`config.mk`:
```
export PLATFORM = sky130hd
export DESIGN_NAME = bounded_double_ended_queue_core
export DESIGN_NICKNAME = d
export VERILOG_FILES = /design/src/hw/rtl/bdeq_pkg.sv /design/src/hw/rtl/bdeq_ctrl.sv /design/src/hw/rtl/bdeq_dpath.sv /design/src/hw/rtl/bounded_double_ended_queue_core.sv
export VERILOG_INCLUDE_DIRS = /design/src /design/src/hw/rtl
export SDC_FILE = /design/constraint.sdc
export NUM_CORES = 1
export LEC_CHECK = 0
export ABC_AREA = 1
export BUFFER_PORTS_ARGS = -buffer_cell sky130_fd_sc_hd__buf_2
export CORE_ASPECT_RATIO = 2
export CORE_UTILIZATION = 55
export CTS_CLUSTER_SIZE = 10
export DETAILED_ROUTE_END_ITERATION = 7
export HOLD_SLACK_MARGIN = 0.08
export MAX_ROUTING_LAYER = met4
export PLACE_DENSITY = 0.75
export SLEW_MARGIN = 20
export SYNTH_ARGS = -nofsm -noshare
export SYNTH_HDL_FRONTEND = slang
export SYNTH_SLANG_ARGS = --single-unit
```
`constraint.sdc`:
```
create_clock -name clk_i -period 6.9 [get_ports clk_i]
set_input_delay 1.38 -clock clk_i [delete_from_list [all_inputs] [get_ports clk_i]]
set_output_delay 1.38 -clock clk_i [all_outputs]
set_load 0.01 [all_outputs]
```
`src/hw/rtl/assert_macros.svh`:
```
// ----------------------------------------------------------------------------
// Assertion macros
// Concurrent checks that vanish from synthesis builds.
// ----------------------------------------------------------------------------
`ifndef ASSERT_MACROS_SVH
`define ASSERT_MACROS_SVH

`ifndef SYNTHESIS

// Check that a property holds at every rising clock edge outside reset.
`define BDEQ_ASSERT(lbl, clk, rst_n, prop) \
  lbl: assert property (@(posedge clk) disable iff (!rst_n) (prop)) \
    else $error("bdeq assertion failed");

// Check that an expression is never true outside reset.
`define BDEQ_ASSERT_NEVER(lbl, clk, rst_n, expr) \
  lbl: assert property (@(posedge clk) disable iff (!rst_n) !(expr)) \
    else $error("bdeq forbidden condition seen");

`else

`define BDEQ_ASSERT(lbl, clk, rst_n, prop)
`define BDEQ_ASSERT_NEVER(lbl, clk, rst_n, expr)

`endif

`endif

```
`src/hw/rtl/bdeq_pkg.sv`:
```
`timescale 1ns / 1ps
// ----------------------------------------------------------------------------
// bdeq_pkg
// Shared types and constants of the bounded double-ended queue.
// ----------------------------------------------------------------------------
package bdeq_pkg;

  // Request kinds; codes above KIND_QUERY act as a query
  localparam logic [2:0] KIND_PUSH_FRONT = 3'd0;
  localparam logic [2:0] KIND_PUSH_BACK  = 3'd1;
  localparam logic [2:0] KIND_POP_FRONT  = 3'd2;
  localparam logic [2:0] KIND_POP_BACK   = 3'd3;
  localparam logic [2:0] KIND_QUERY      = 3'd4;

  // Configuration port
  localparam int unsigned CFG_AW = 3;
  localparam int unsigned CFG_DW = 32;
  localparam int unsigned CAP_W  = 5;
  localparam logic [CFG_AW-3:0] REG_CAPACITY = 1'b0;
  localparam logic [CAP_W-1:0]  CAP_RESET    = 5'd16;

  localparam int unsigned OCC_W = 5;

  typedef struct packed {
    logic [2:0]         kind;
    logic signed [31:0] value;
  } in_item_t;

  typedef struct packed {
    logic               accepted;
    logic signed [31:0] front_value;
    logic signed [31:0] rear_value;
    logic               is_empty;
    logic               is_full;
    logic [OCC_W-1:0]   occupancy;
  } out_item_t;

  typedef enum logic [1:0] {
    CTRL_IDLE,
    CTRL_READ,
    CTRL_LOAD
  } ctrl_state_e;

  // Controller to datapath
  typedef struct packed {
    logic step;  // apply the incoming request to pointers, count and memory
    logic load;  // move the read words and flags into the output register
  } ctrl_cmd_t;

  // Datapath to controller
  typedef struct packed {
    logic out_free;  // output register empty or being taken this cycle
  } dp_status_t;

endpackage

```
`src/hw/rtl/bdeq_ctrl.sv`:
```
`timescale 1ns / 1ps
// ----------------------------------------------------------------------------
// bdeq_ctrl
// Sequencer: accept a request, wait for the memory read, load the result.
// ----------------------------------------------------------------------------
module bdeq_ctrl (
  input  logic                  clk_i,
  input  logic                  rst_ni,
  input  logic                  in_valid_i,
  output logic                  in_stall_o,
  input  bdeq_pkg::dp_status_t  sts_i,
  output bdeq_pkg::ctrl_cmd_t   cmd_o
);

  bdeq_pkg::ctrl_state_e state_q, state_d;

  always_ff @(posedge clk_i or negedge rst_ni) begin
    if (!rst_ni) begin
      state_q <= bdeq_pkg::CTRL_IDLE;
    end else begin
      state_q <= state_d;
    end
  end

  always_comb begin
    state_d    = state_q;
    cmd_o      = '0;
    in_stall_o = 1'b1;
    case (state_q)
      bdeq_pkg::CTRL_IDLE: begin
        in_stall_o = 1'b0;
        if (in_valid_i) begin
          cmd_o.step = 1'b1;
          state_d    = bdeq_pkg::CTRL_READ;
        end
      end
      bdeq_pkg::CTRL_READ: begin
        state_d = bdeq_pkg::CTRL_LOAD;
      end
      bdeq_pkg::CTRL_LOAD: begin
        // hold until the output register can take the result
        if (sts_i.out_free) begin
          cmd_o.load = 1'b1;
          state_d    = bdeq_pkg::CTRL_IDLE;
        end
      end
      default: begin
        state_d = bdeq_pkg::CTRL_IDLE;
      end
    endcase
  end

endmodule

```
`src/hw/rtl/bdeq_dpath.sv`:
```
`timescale 1ns / 1ps
// ----------------------------------------------------------------------------
// bdeq_dpath
// Ring buffer memory, front/back pointers, occupancy and output register.
// ----------------------------------------------------------------------------
module bdeq_dpath #(
  parameter int unsigned DEPTH = 16
) (
  input  logic                           clk_i,
  input  logic                           rst_ni,
  input  bdeq_pkg::ctrl_cmd_t            cmd_i,
  output bdeq_pkg::dp_status_t           sts_o,
  input  logic [bdeq_pkg::CAP_W-1:0]     cap_i,
  input  bdeq_pkg::in_item_t             in_item_i,
  input  logic                           out_stall_i,
  output logic                           out_valid_o,
  output bdeq_pkg::out_item_t            out_item_o
);

  localparam int unsigned PW = (DEPTH > 1) ? $clog2(DEPTH) : 1;
  localparam int unsigned CW = $clog2(DEPTH + 1);
  localparam int unsigned LW = (CW > bdeq_pkg::CAP_W) ? CW : bdeq_pkg::CAP_W;
  localparam logic [PW-1:0] LAST_IDX = PW'(DEPTH - 1);
  localparam logic [LW-1:0] DEPTH_L  = LW'(DEPTH);

  function automatic logic [PW-1:0] ring_next(input logic [PW-1:0] idx);
    ring_next = (idx == LAST_IDX) ? '0 : idx + 1'b1;
  endfunction

  function automatic logic [PW-1:0] ring_prev(input logic [PW-1:0] idx);
    ring_prev = (idx == '0) ? LAST_IDX : idx - 1'b1;
  endfunction

  logic signed [31:0] mem_q [DEPTH];
  logic signed [31:0] rd_front_q, rd_rear_q;

  logic [PW-1:0] front_q, front_d, back_q, back_d, wr_idx;
  logic [CW-1:0] count_q, count_d;
  logic          ok_q, ok_d, wr_en;

  logic [LW-1:0] limit, cap_ext, count_ext, count_next_ext;
  logic          full_now, empty_now;

  logic                out_valid_q;
  bdeq_pkg::out_item_t out_item_q;

  // Capacity saturates at the ring depth
  assign cap_ext   = LW'(cap_i);
  assign limit     = (cap_ext > DEPTH_L) ? DEPTH_L : cap_ext;
  assign count_ext = LW'(count_q);
  assign full_now  = (count_ext >= limit);
  assign empty_now = (count_q == '0);

  always_comb begin
    front_d = front_q;
    back_d  = back_q;
    count_d = count_q;
    ok_d    = 1'b1;
    wr_en   = 1'b0;
    wr_idx  = back_q;
    case (in_item_i.kind)
      bdeq_pkg::KIND_PUSH_FRONT: begin
        if (full_now) begin
          ok_d = 1'b0;
        end else begin
          front_d = ring_prev(front_q);
          wr_idx  = ring_prev(front_q);
          wr_en   = 1'b1;
          count_d = count_q + 1'b1;
        end
      end
      bdeq_pkg::KIND_PUSH_BACK: begin
        if (full_now) begin
          ok_d = 1'b0;
        end else begin
          wr_idx  = back_q;
          wr_en   = 1'b1;
          back_d  = ring_next(back_q);
          count_d = count_q + 1'b1;
        end
      end
      bdeq_pkg::KIND_POP_FRONT: begin
        if (empty_now) begin
          ok_d = 1'b0;
        end else begin
          front_d = ring_next(front_q);
          count_d = count_q - 1'b1;
        end
      end
      bdeq_pkg::KIND_POP_BACK: begin
        if (empty_now) begin
          ok_d = 1'b0;
        end else begin
          back_d  = ring_prev(back_q);
          count_d = count_q - 1'b1;
        end
      end
      default: begin
        // query and unused codes leave the ring alone
      end
    endcase
  end

  always_ff @(posedge clk_i or negedge rst_ni) begin
    if (!rst_ni) begin
      front_q <= '0;
      back_q  <= '0;
      count_q <= '0;
    end else if (cmd_i.step) begin
      front_q <= front_d;
      back_q  <= back_d;
      count_q <= count_d;
    end
  end

  always_ff @(posedge clk_i) begin
    if (cmd_i.step) begin
      ok_q <= ok_d;
    end
  end

  // Ring storage: one write port, two registered read ports
  always_ff @(posedge clk_i) begin
    if (cmd_i.step && wr_en) begin
      mem_q[wr_idx] <= in_item_i.value;
    end
  end

  always_ff @(posedge clk_i) begin
    rd_front_q <= mem_q[front_q];
    rd_rear_q  <= mem_q[ring_prev(back_q)];
  end

  // Output register
  assign count_next_ext = LW'(count_q);
  assign sts_o.out_free = !out_valid_q || !out_stall_i;

  always_ff @(posedge clk_i or negedge rst_ni) begin
    if (!rst_ni) begin
      out_valid_q <= 1'b0;
    end else if (cmd_i.load) begin
      out_valid_q <= 1'b1;
    end else if (!out_stall_i) begin
      out_valid_q <= 1'b0;
    end
  end

  always_ff @(posedge clk_i) begin
    if (cmd_i.load) begin
      out_item_q.accepted    <= ok_q;
      out_item_q.front_value <= empty_now ? '1 : rd_front_q;
      out_item_q.rear_value  <= empty_now ? '1 : rd_rear_q;
      out_item_q.is_empty    <= empty_now;
      out_item_q.is_full     <= (count_next_ext >= limit);
      out_item_q.occupancy   <= bdeq_pkg::OCC_W'(count_q);
    end
  end

  assign out_valid_o = out_valid_q;
  assign out_item_o  = out_item_q;

endmodule

```
`src/hw/rtl/bounded_double_ended_queue_core.sv`:
```
`timescale 1ns / 1ps
// ----------------------------------------------------------------------------
// bounded_double_ended_queue_core
// Ring-buffer deque of signed 32-bit words with an APB capacity register.
// ----------------------------------------------------------------------------
// Each input item is one request (push front, push back, pop front, pop back,
// or query; unused kind codes act as a query) and yields exactly one result
// item carrying the accepted flag plus the front and rear words (all ones
// when empty), the empty and full flags and the occupancy after the request.
// A push into a full queue or a pop from an empty one is refused and changes
// nothing. The block works on one item at a time: the accept edge moves the
// pointers and writes the ring memory, the memory then does a registered read
// of the front and rear slots, and the result is loaded into the output
// register once the output side no longer holds an earlier stalled result.
// The next item is accepted only once the result is loaded. The capacity
// register (byte address 0, reset 16) bounds the occupancy; values above
// DEPTH saturate to DEPTH, zero refuses every push. Lowering it below the
// current occupancy keeps the entries. Write it only while no item is in
// flight. Ring storage needs no clearing pass: only slots that hold
// entries are ever reported.
// ----------------------------------------------------------------------------
`include "assert_macros.svh"

module bounded_double_ended_queue_core #(
  parameter int unsigned DEPTH = 16
) (
  input  logic                               clk_i,
  input  logic                               rst_ni,
  // request channel
  input  logic                               in_valid_i,
  output logic                               in_stall_o,
  input  bdeq_pkg::in_item_t                 in_item_i,
  // result channel
  output logic                               out_valid_o,
  input  logic                               out_stall_i,
  output bdeq_pkg::out_item_t                out_item_o,
  // configuration port
  input  logic                               psel,
  input  logic                               penable,
  input  logic                               pwrite,
  input  logic [bdeq_pkg::CFG_AW-1:0]        paddr,
  input  logic [bdeq_pkg::CFG_DW-1:0]        pwdata,
  output logic [bdeq_pkg::CFG_DW-1:0]        prdata,
  output logic                               pready
);

  bdeq_pkg::ctrl_cmd_t  cmd;
  bdeq_pkg::dp_status_t sts;

  logic [bdeq_pkg::CAP_W-1:0] cap_q;
  logic                       cap_sel;

  // Decode the capacity register; the low two address bits are ignored
  assign cap_sel = (paddr[bdeq_pkg::CFG_AW-1:2] == bdeq_pkg::REG_CAPACITY);
  assign pready  = 1'b1;

  always_ff @(posedge clk_i or negedge rst_ni) begin
    if (!rst_ni) begin
      cap_q <= bdeq_pkg::CAP_RESET;
    end else if (psel && penable && pwrite && pready && cap_sel) begin
      cap_q <= pwdata[bdeq_pkg::CAP_W-1:0];
    end
  end

  // Read back the stored register, zero elsewhere
  assign prdata = cap_sel ? bdeq_pkg::CFG_DW'(cap_q) : '0;

  // Sequencer: one item in flight at a time
  bdeq_ctrl u_ctrl (
    .clk_i      (clk_i),
    .rst_ni     (rst_ni),
    .in_valid_i (in_valid_i),
    .in_stall_o (in_stall_o),
    .sts_i      (sts),
    .cmd_o      (cmd)
  );

  // Ring storage, pointers and the result register
  bdeq_dpath #(
    .DEPTH (DEPTH)
  ) u_dpath (
    .clk_i       (clk_i),
    .rst_ni      (rst_ni),
    .cmd_i       (cmd),
    .sts_o       (sts),
    .cap_i       (cap_q),
    .in_item_i   (in_item_i),
    .out_stall_i (out_stall_i),
    .out_valid_o (out_valid_o),
    .out_item_o  (out_item_o)
  );

  // An accepted item blocks the next one until its result is loaded
  `BDEQ_ASSERT(a_one_in_flight, clk_i, rst_ni, (in_valid_i && !in_stall_o) |=> in_stall_o)
  // Never load a new result over one that is held and stalled
  `BDEQ_ASSERT_NEVER(a_no_overwrite, clk_i, rst_ni, cmd.load && !sts.out_free)
  // A result shows up only after the sequencer loaded it
  `BDEQ_ASSERT(a_rise_after_load, clk_i, rst_ni, $rose(out_valid_o) |-> $past(cmd.load))
  // An empty queue reports all ones for both ends
  `BDEQ_ASSERT(a_empty_words, clk_i, rst_ni, (out_valid_o && out_item_o.is_empty) |-> ((out_item_o.front_value == '1) && (out_item_o.rear_value == '1)))

endmodule

```
After elaboration in Yosys (flattened, before gate mapping)
Memory sizes are Yosys's and may differ from the RTL's. A register that Yosys moved wholly into a read port is not among the register bits. Index checks and enable logic that the tools add are counted. Widths: inputs -> output; s select.

$add $sub $neg: 6. Multiplexer cells: 33. Reduce and logical (&&, ||, !) cells: 21. Multipliers: 0. Bitwise gates (word level): 1. Shift-type cells: 0. Divide/modulo/power cells: 0. Equality and inequality tests: 16. Magnitude comparators: 2.

Operators with widths (count): $mux 4 (10); $mux 5 (4); $ne 2x2->1 const B (8); $pmux 4 s2 (2); $mux 1 (12); $reduce_and 4->1 (3); $pmux 5 s2 (1); $add 4x1->4 const B (2); $eq 4x4->1 const B (2); $logic_not 4->1 (2); $sub 4x1->4 const B (2); $eq 3x2->1 const B (2); $pmux 2 s3 (1); $reduce_bool 2->1 (3); $add 5x1->5 const B (1); $ge 5x5->1 (1); $gt 5x5->1 const B (1); $logic_not 5->1 (1); $sub 5x1->5 const B (1); $logic_and 1x1->1 (4); $mux 2 (2); $reduce_or 2->1 (2); $eq 3x1->1 const B (1); $logic_not 3->1 (1); other kinds (9) (10).

ROM bits: 0. Output and inout port bits: 107. Memory bits (writable): 512. Latch bits: 0. Word-level logic and storage cells: 93. Memories: 1. Flip-flop bits (word level): 94. Input bits: 77.

Memory list: u_dpath.mem_q (depth 16, bits a word 32, rd ports 2, clocked after memory_dff 2, write ports 1, RTL line bdeq_dpath.sv:34) `logic signed [31:0] mem_q [DEPTH];`.

Depth between registers and ports, before layout
Word-level depth: 8. Mapped depth: 14. Gate-level depth less buffers: 14.

Modules after synthesis
Synthesis repeated with hierarchy kept, for this count alone.

Cells, all modules: 3499. Area, all modules: 32562.5 µm².

Modules (own cells, without submodules): bdeq_dpath (instances 1, cells an instance 3420, area each 31985.7 µm², seq. area each 19198.4 µm²); bounded_double_ended_queue_core (instances 1, cells an instance 65, area each 478.0 µm², seq. area each 126.4 µm²); bdeq_ctrl (instances 1, cells an instance 14, area each 98.8 µm², seq. area each 50.0 µm²).

Worst setup path before layout
Ideal clock, no wire load.

Kind: input to register. Start point: input port out_stall_i. End point: register u_dpath.out_item_q (netlist bit u_dpath.out_item_o[0]) (enable). Setup slack: 1.898 ns. Arrival: 4.499 ns. Library setup time: 0.503 ns. Data required time: 6.397 ns. Cell stages on the path: 3. Path buffers: 0. Cells stage by stage: nand2_1 inv_1 nor2_1.

RTL lines: start: declaration (RTL line bounded_double_ended_queue_core.sv:35) `input logic out_stall_i,`; end: declaration (RTL line bdeq_dpath.sv:45) `bdeq_pkg::out_item_t out_item_q;`.

Worst setup path in the final report
Start point: register u_dpath.front_q[1]. End point: memory u_dpath.mem_q[6][7] (enable).

Longest elaborated chain between the ends: 4. Elaborated cells on any way between the ends: 5. Classes of those cells: add/sub (1); mux (3); reduce/logical (1).

Ends and longest elaborated chain: start: declaration (RTL line bdeq_dpath.sv:37) `logic [PW-1:0] front_q, front_d, back_q, back_d, wr_idx;`; start signal: assignment (RTL line bdeq_dpath.sv:110) `front_q <= front_d;`; $sub 4x1->4 / $logic_not 4->1 (equally long branches) (RTL line bdeq_dpath.sv:31) `ring_prev = (idx == '0) ? LAST_IDX : idx - 1'b1;`; $mux 4 * (RTL line bdeq_dpath.sv:31); $mux 4 * (RTL line bdeq_dpath.sv:63) `if (full_now) begin`; $mux 4 *; end: declaration (RTL line bdeq_dpath.sv:34).

Mark *: on every way between the ends. The rest lies on a longest branch, timed or not.

==> impl_metrics.toml <==
[placement]
placement.io_buffers = 126
routabilityCongestion = 0.8359
place.detailed.hpwl_um = 47310

[logic_synthesis]
post_synthesis_instance_total = 3357
synthesis.area_per_instance_um2 = 9.559
synth_top_flop_cell = "sky130_fd_sc_hd__edfxtp_1"
synth-warning-count = 0
synth_enable_flop_cells = 585
synth_async_sr_flop_share = 0.03134
netlist_area_um2 = 32090
ys_top_cells_by_area = "sky130_fd_sc_hd__edfxtp_1, sky130_fd_sc_hd__nand3_1, sky130_fd_sc_hd__nand2_1, sky130_fd_sc_hd__o21ai_0, sky130_fd_sc_hd__dfxtp_1"
synth.most_common_cell = "sky130_fd_sc_hd__nand2_1"
synth_top_area_frac = 0.5474
yosysTopAreaCell = "sky130_fd_sc_hd__edfxtp_1"
post_synth_most_frequent_cells = "sky130_fd_sc_hd__nand2_1, sky130_fd_sc_hd__nand3_1, sky130_fd_sc_hd__edfxtp_1"
ys_ff_latch = 670
ys_seq_area_frac = 0.6038
synth.distinct_cells = 34

[sta]
setup-violations-final = 0
finalHoldViolCount = 0
final.setup.tns_ps = 0
max_slew_margin = 0.1701
final_critical_path_share_of_the_clock_period = 0.6749
clock.fmax_mhz = 214.7
tightestPinTransition_ps = 1245
fin_crit_ps = 4657
report.final.slew_viol_count = 0
worst_clock_skew_ps = 25.48
rsz0062_at_grt = "false"

[detailed_routing]
routed-via-count = 25410
routed_wl_um = 90260
drt_iter0_markers = 3164
drt_drc_violations_left = 0
drt_first_pass_iters = 6
post_drt_wl_per_cell_um = 21.61
detail-route-antenna-nets = 0
viasPerCell = 6.084

[floorplan]
core_area_um2 = 57410
die-area_um2 = 59370
num_rows = 124
die_width_um = 172.8
initial_core_util = 0.5590
io_pins = 184
floorplan.die.height_um = 343.6

[grt]
grt_pass1_wl_um = 136200
grt_usage = 0.3127
via_count_of_the_first_global_routing_pass = 24110
grt_start_max_net_pins = 159
remaining_overflow_grt = 0
antenna_violations_before_repair = 8

[worst_setup_path]
timing.critical_path.to_type = "flop"
timing.rr.start = "u_dpath.front_q[1]"
worst-endpoint-required_ps = 7190
critical_path_arrival_ps = 4940
path_max_fanout = 61
critical_path_start_end_classification = "reg -> reg"
critPathLaunchType = "flop"
crit_path_start = "u_dpath.front_q[1]"

[cts]
clk_root_buffer_cell = "sky130_fd_sc_hd__clkbuf_16"
numClockSinks = 670
post_cts_resized = 0
cts.htree.levels = 3
tritoncts = "done"
tritoncts.num_buffers = 76
cts.path.max_buffers = 3
worst_setup_hold_path_clk_slew_ps = 60
cts_setup_buffers = 0
cts_hold_buffers = 0
insertion_delay_ps = 630

[finish]
nFillCells = 4622
area_growth_pct = 9.654
area_of_all_sequential_standard_cells_um2 = 19390
nNetsFinal = 3453
post-route-util = 0.6130
layout-drive-gt1-share = 0.1019
multi_input_gate_area_in_the_final_layout_um2 = 10750

[status]
run_status = "finished, final reports clean"

[pwr]
vdd.ir_drop.worst_v = 0.0004182
netSwitchingFraction = 0.4486
p_leak_nw = 13.82
p_int_mw = 9.290
p_seq_frac = 0.311
proportion_of_power_drawn_by_the_clock_network = 0.216
power.density_nw_per_um2 = 478.8
power.combinational.fraction = 0.472
power.net_switching_mw = 7.557

[hold_path]
hp-start = "u_dpath.ok_q"
hold_path_class = "reg -> reg"

[job]
max-cap-violations = 0
-- kinds of logic after synthesis --
group | count (synthesis) | share of synthesized area
flops | 670 | 0.6038
buf+inv | 516 | 0.06975
compound gates | 555 | 0.08975
fa+ha+maj | 15 | 0.006082
simple gates | 1590 | 0.2280
xor+xnor | 9 | 0.002456
other cells | 2 | 0.0002340
-- layout make-up --
class | count | area share
timing repair buffer | 172 | 0.02784
antenna | 5 | 0.0003556
tap | 756 | 0.02688
multi-input combinational | 2197 | 0.3056
clock buffer | 127 | 0.06070
sequential | 670 | 0.5510
inverter | 244 | 0.02624
clock inverter | 5 | 0.001458
-- metrics by stage --
| stage | area (um2) | instances | worst slack, ps | hold WS, ps | power [mW] |
|---|---|---|---|---|---|
| 6_report | 35190 | 4176 | 2243 | 431.8 | 16.85 |
| 5_1_grt | 35190 | 4175 | 2123 | 438.6 | 17.70 |
| 4_1_cts | 35170 | 4171 | 2330 | 436.8 | 16.69 |
| 3_5_place_dp | 32990 | 4039 | 2336 | 423.5 | 13.06 |
| 3_3_place_gp | 32990 | 4039 | 2352 | 404.3 | 12.98 |
| 2_1_floorplan | 32190 | 3383 | 1898 | 400.3 | 10.69 |
-- power by group through the flow --
stage | combinational, mW | sequential [mW] | clock, mW
floorplan | 5.49 | 5.19 | 0
global placement | 7.67 | 5.31 | 0
detailed placement | 7.75 | 5.32 | 0
CTS | 7.79 | 5.24 | 3.66
global route | 8.61 | 5.27 | 3.81
finish | 7.96 | 5.25 | 3.64
-- sequential cells by signal, indices dropped and copies added, names as in the netlist --
register,flops
u_dpath.out_valid_o,1
u_dpath.count_ext,5
u_dpath.back_q,4
u_dpath.front_q,4
u_dpath.ok_q,1
u_dpath.rd_rear_q,32
cap_q,5
u_dpath.out_item_o,72
u_dpath.rd_front_q,32
u_dpath.mem_q,512
u_ctrl.state_q,2
-- routing by layer --
metal | wire length (um) | track usage | vias to the layer above
met5 | 0 | - | -
li1 | - | - | 11510
met2 | 44880 | 0.5234 | 1575
met3 | 8799 | 0.03769 | 297
met1 | 32060 | 0.3675 | 12020
met4 | 4517 | 0.1737 | 0
-- final timing paths --
path                       depth (start not counted)                      to  slack [ps]
setup / recovery                                  11     u_dpath.mem_q[6][7]        2240
min in group asynchronous                          1      u_dpath.front_q[0]         730
hold reg to reg                                    0  u_dpath.out_item_o[71]         430
setup reg to reg                                  11     u_dpath.mem_q[6][7]        2240
max in group asynchronous                          1       u_dpath.back_q[0]        5770
hold / removal                                     0  u_dpath.out_item_o[71]         430
-- worst max-delay path: stages, from the launching register on --
cell	delay, ps
sky130_fd_sc_hd__dfrtp_4	910
sky130_fd_sc_hd__inv_1	600
sky130_fd_sc_hd__buf_4	410
sky130_fd_sc_hd__ha_1	230
sky130_fd_sc_hd__xor2_1	170
sky130_fd_sc_hd__inv_1	60
sky130_fd_sc_hd__nand2_1	50
sky130_fd_sc_hd__nand3_1	80
sky130_fd_sc_hd__nand2_1	110
sky130_fd_sc_hd__nand3_1	310
sky130_fd_sc_hd__nor2_4	920
sky130_fd_sc_hd__buf_4	440
-- cells in the final DEF, fill, tap and decap left out, types with 2 or more instances in the layout --
master and instances:
sky130_fd_sc_hd__nand2_1 662, sky130_fd_sc_hd__nand3_1 587, sky130_fd_sc_hd__edfxtp_1 585, sky130_fd_sc_hd__o21ai_0 337, sky130_fd_sc_hd__inv_1 234, sky130_fd_sc_hd__a21oi_1 166
sky130_fd_sc_hd__nor2_1 141, sky130_fd_sc_hd__buf_2 126, sky130_fd_sc_hd__nand3b_1 110, sky130_fd_sc_hd__clkbuf_16 78, sky130_fd_sc_hd__dfxtp_1 64, sky130_fd_sc_hd__or2_2 53
sky130_fd_sc_hd__clkbuf_1 49, sky130_fd_sc_hd__buf_4 45, sky130_fd_sc_hd__conb_1 28, sky130_fd_sc_hd__o211ai_1 25, sky130_fd_sc_hd__nor2_4 20, sky130_fd_sc_hd__dfrtp_1 16
sky130_fd_sc_hd__o21bai_1 13, sky130_fd_sc_hd__ha_1 13, sky130_fd_sc_hd__or2_1 12, sky130_fd_sc_hd__o21ai_1 11, sky130_fd_sc_hd__xor2_1 8, sky130_fd_sc_hd__inv_2 7
sky130_fd_sc_hd__diode_2 5, sky130_fd_sc_hd__inv_6 5, sky130_fd_sc_hd__dfrtp_4 3, sky130_fd_sc_hd__nand4_1 2
(Power assumes the default switching activity.)
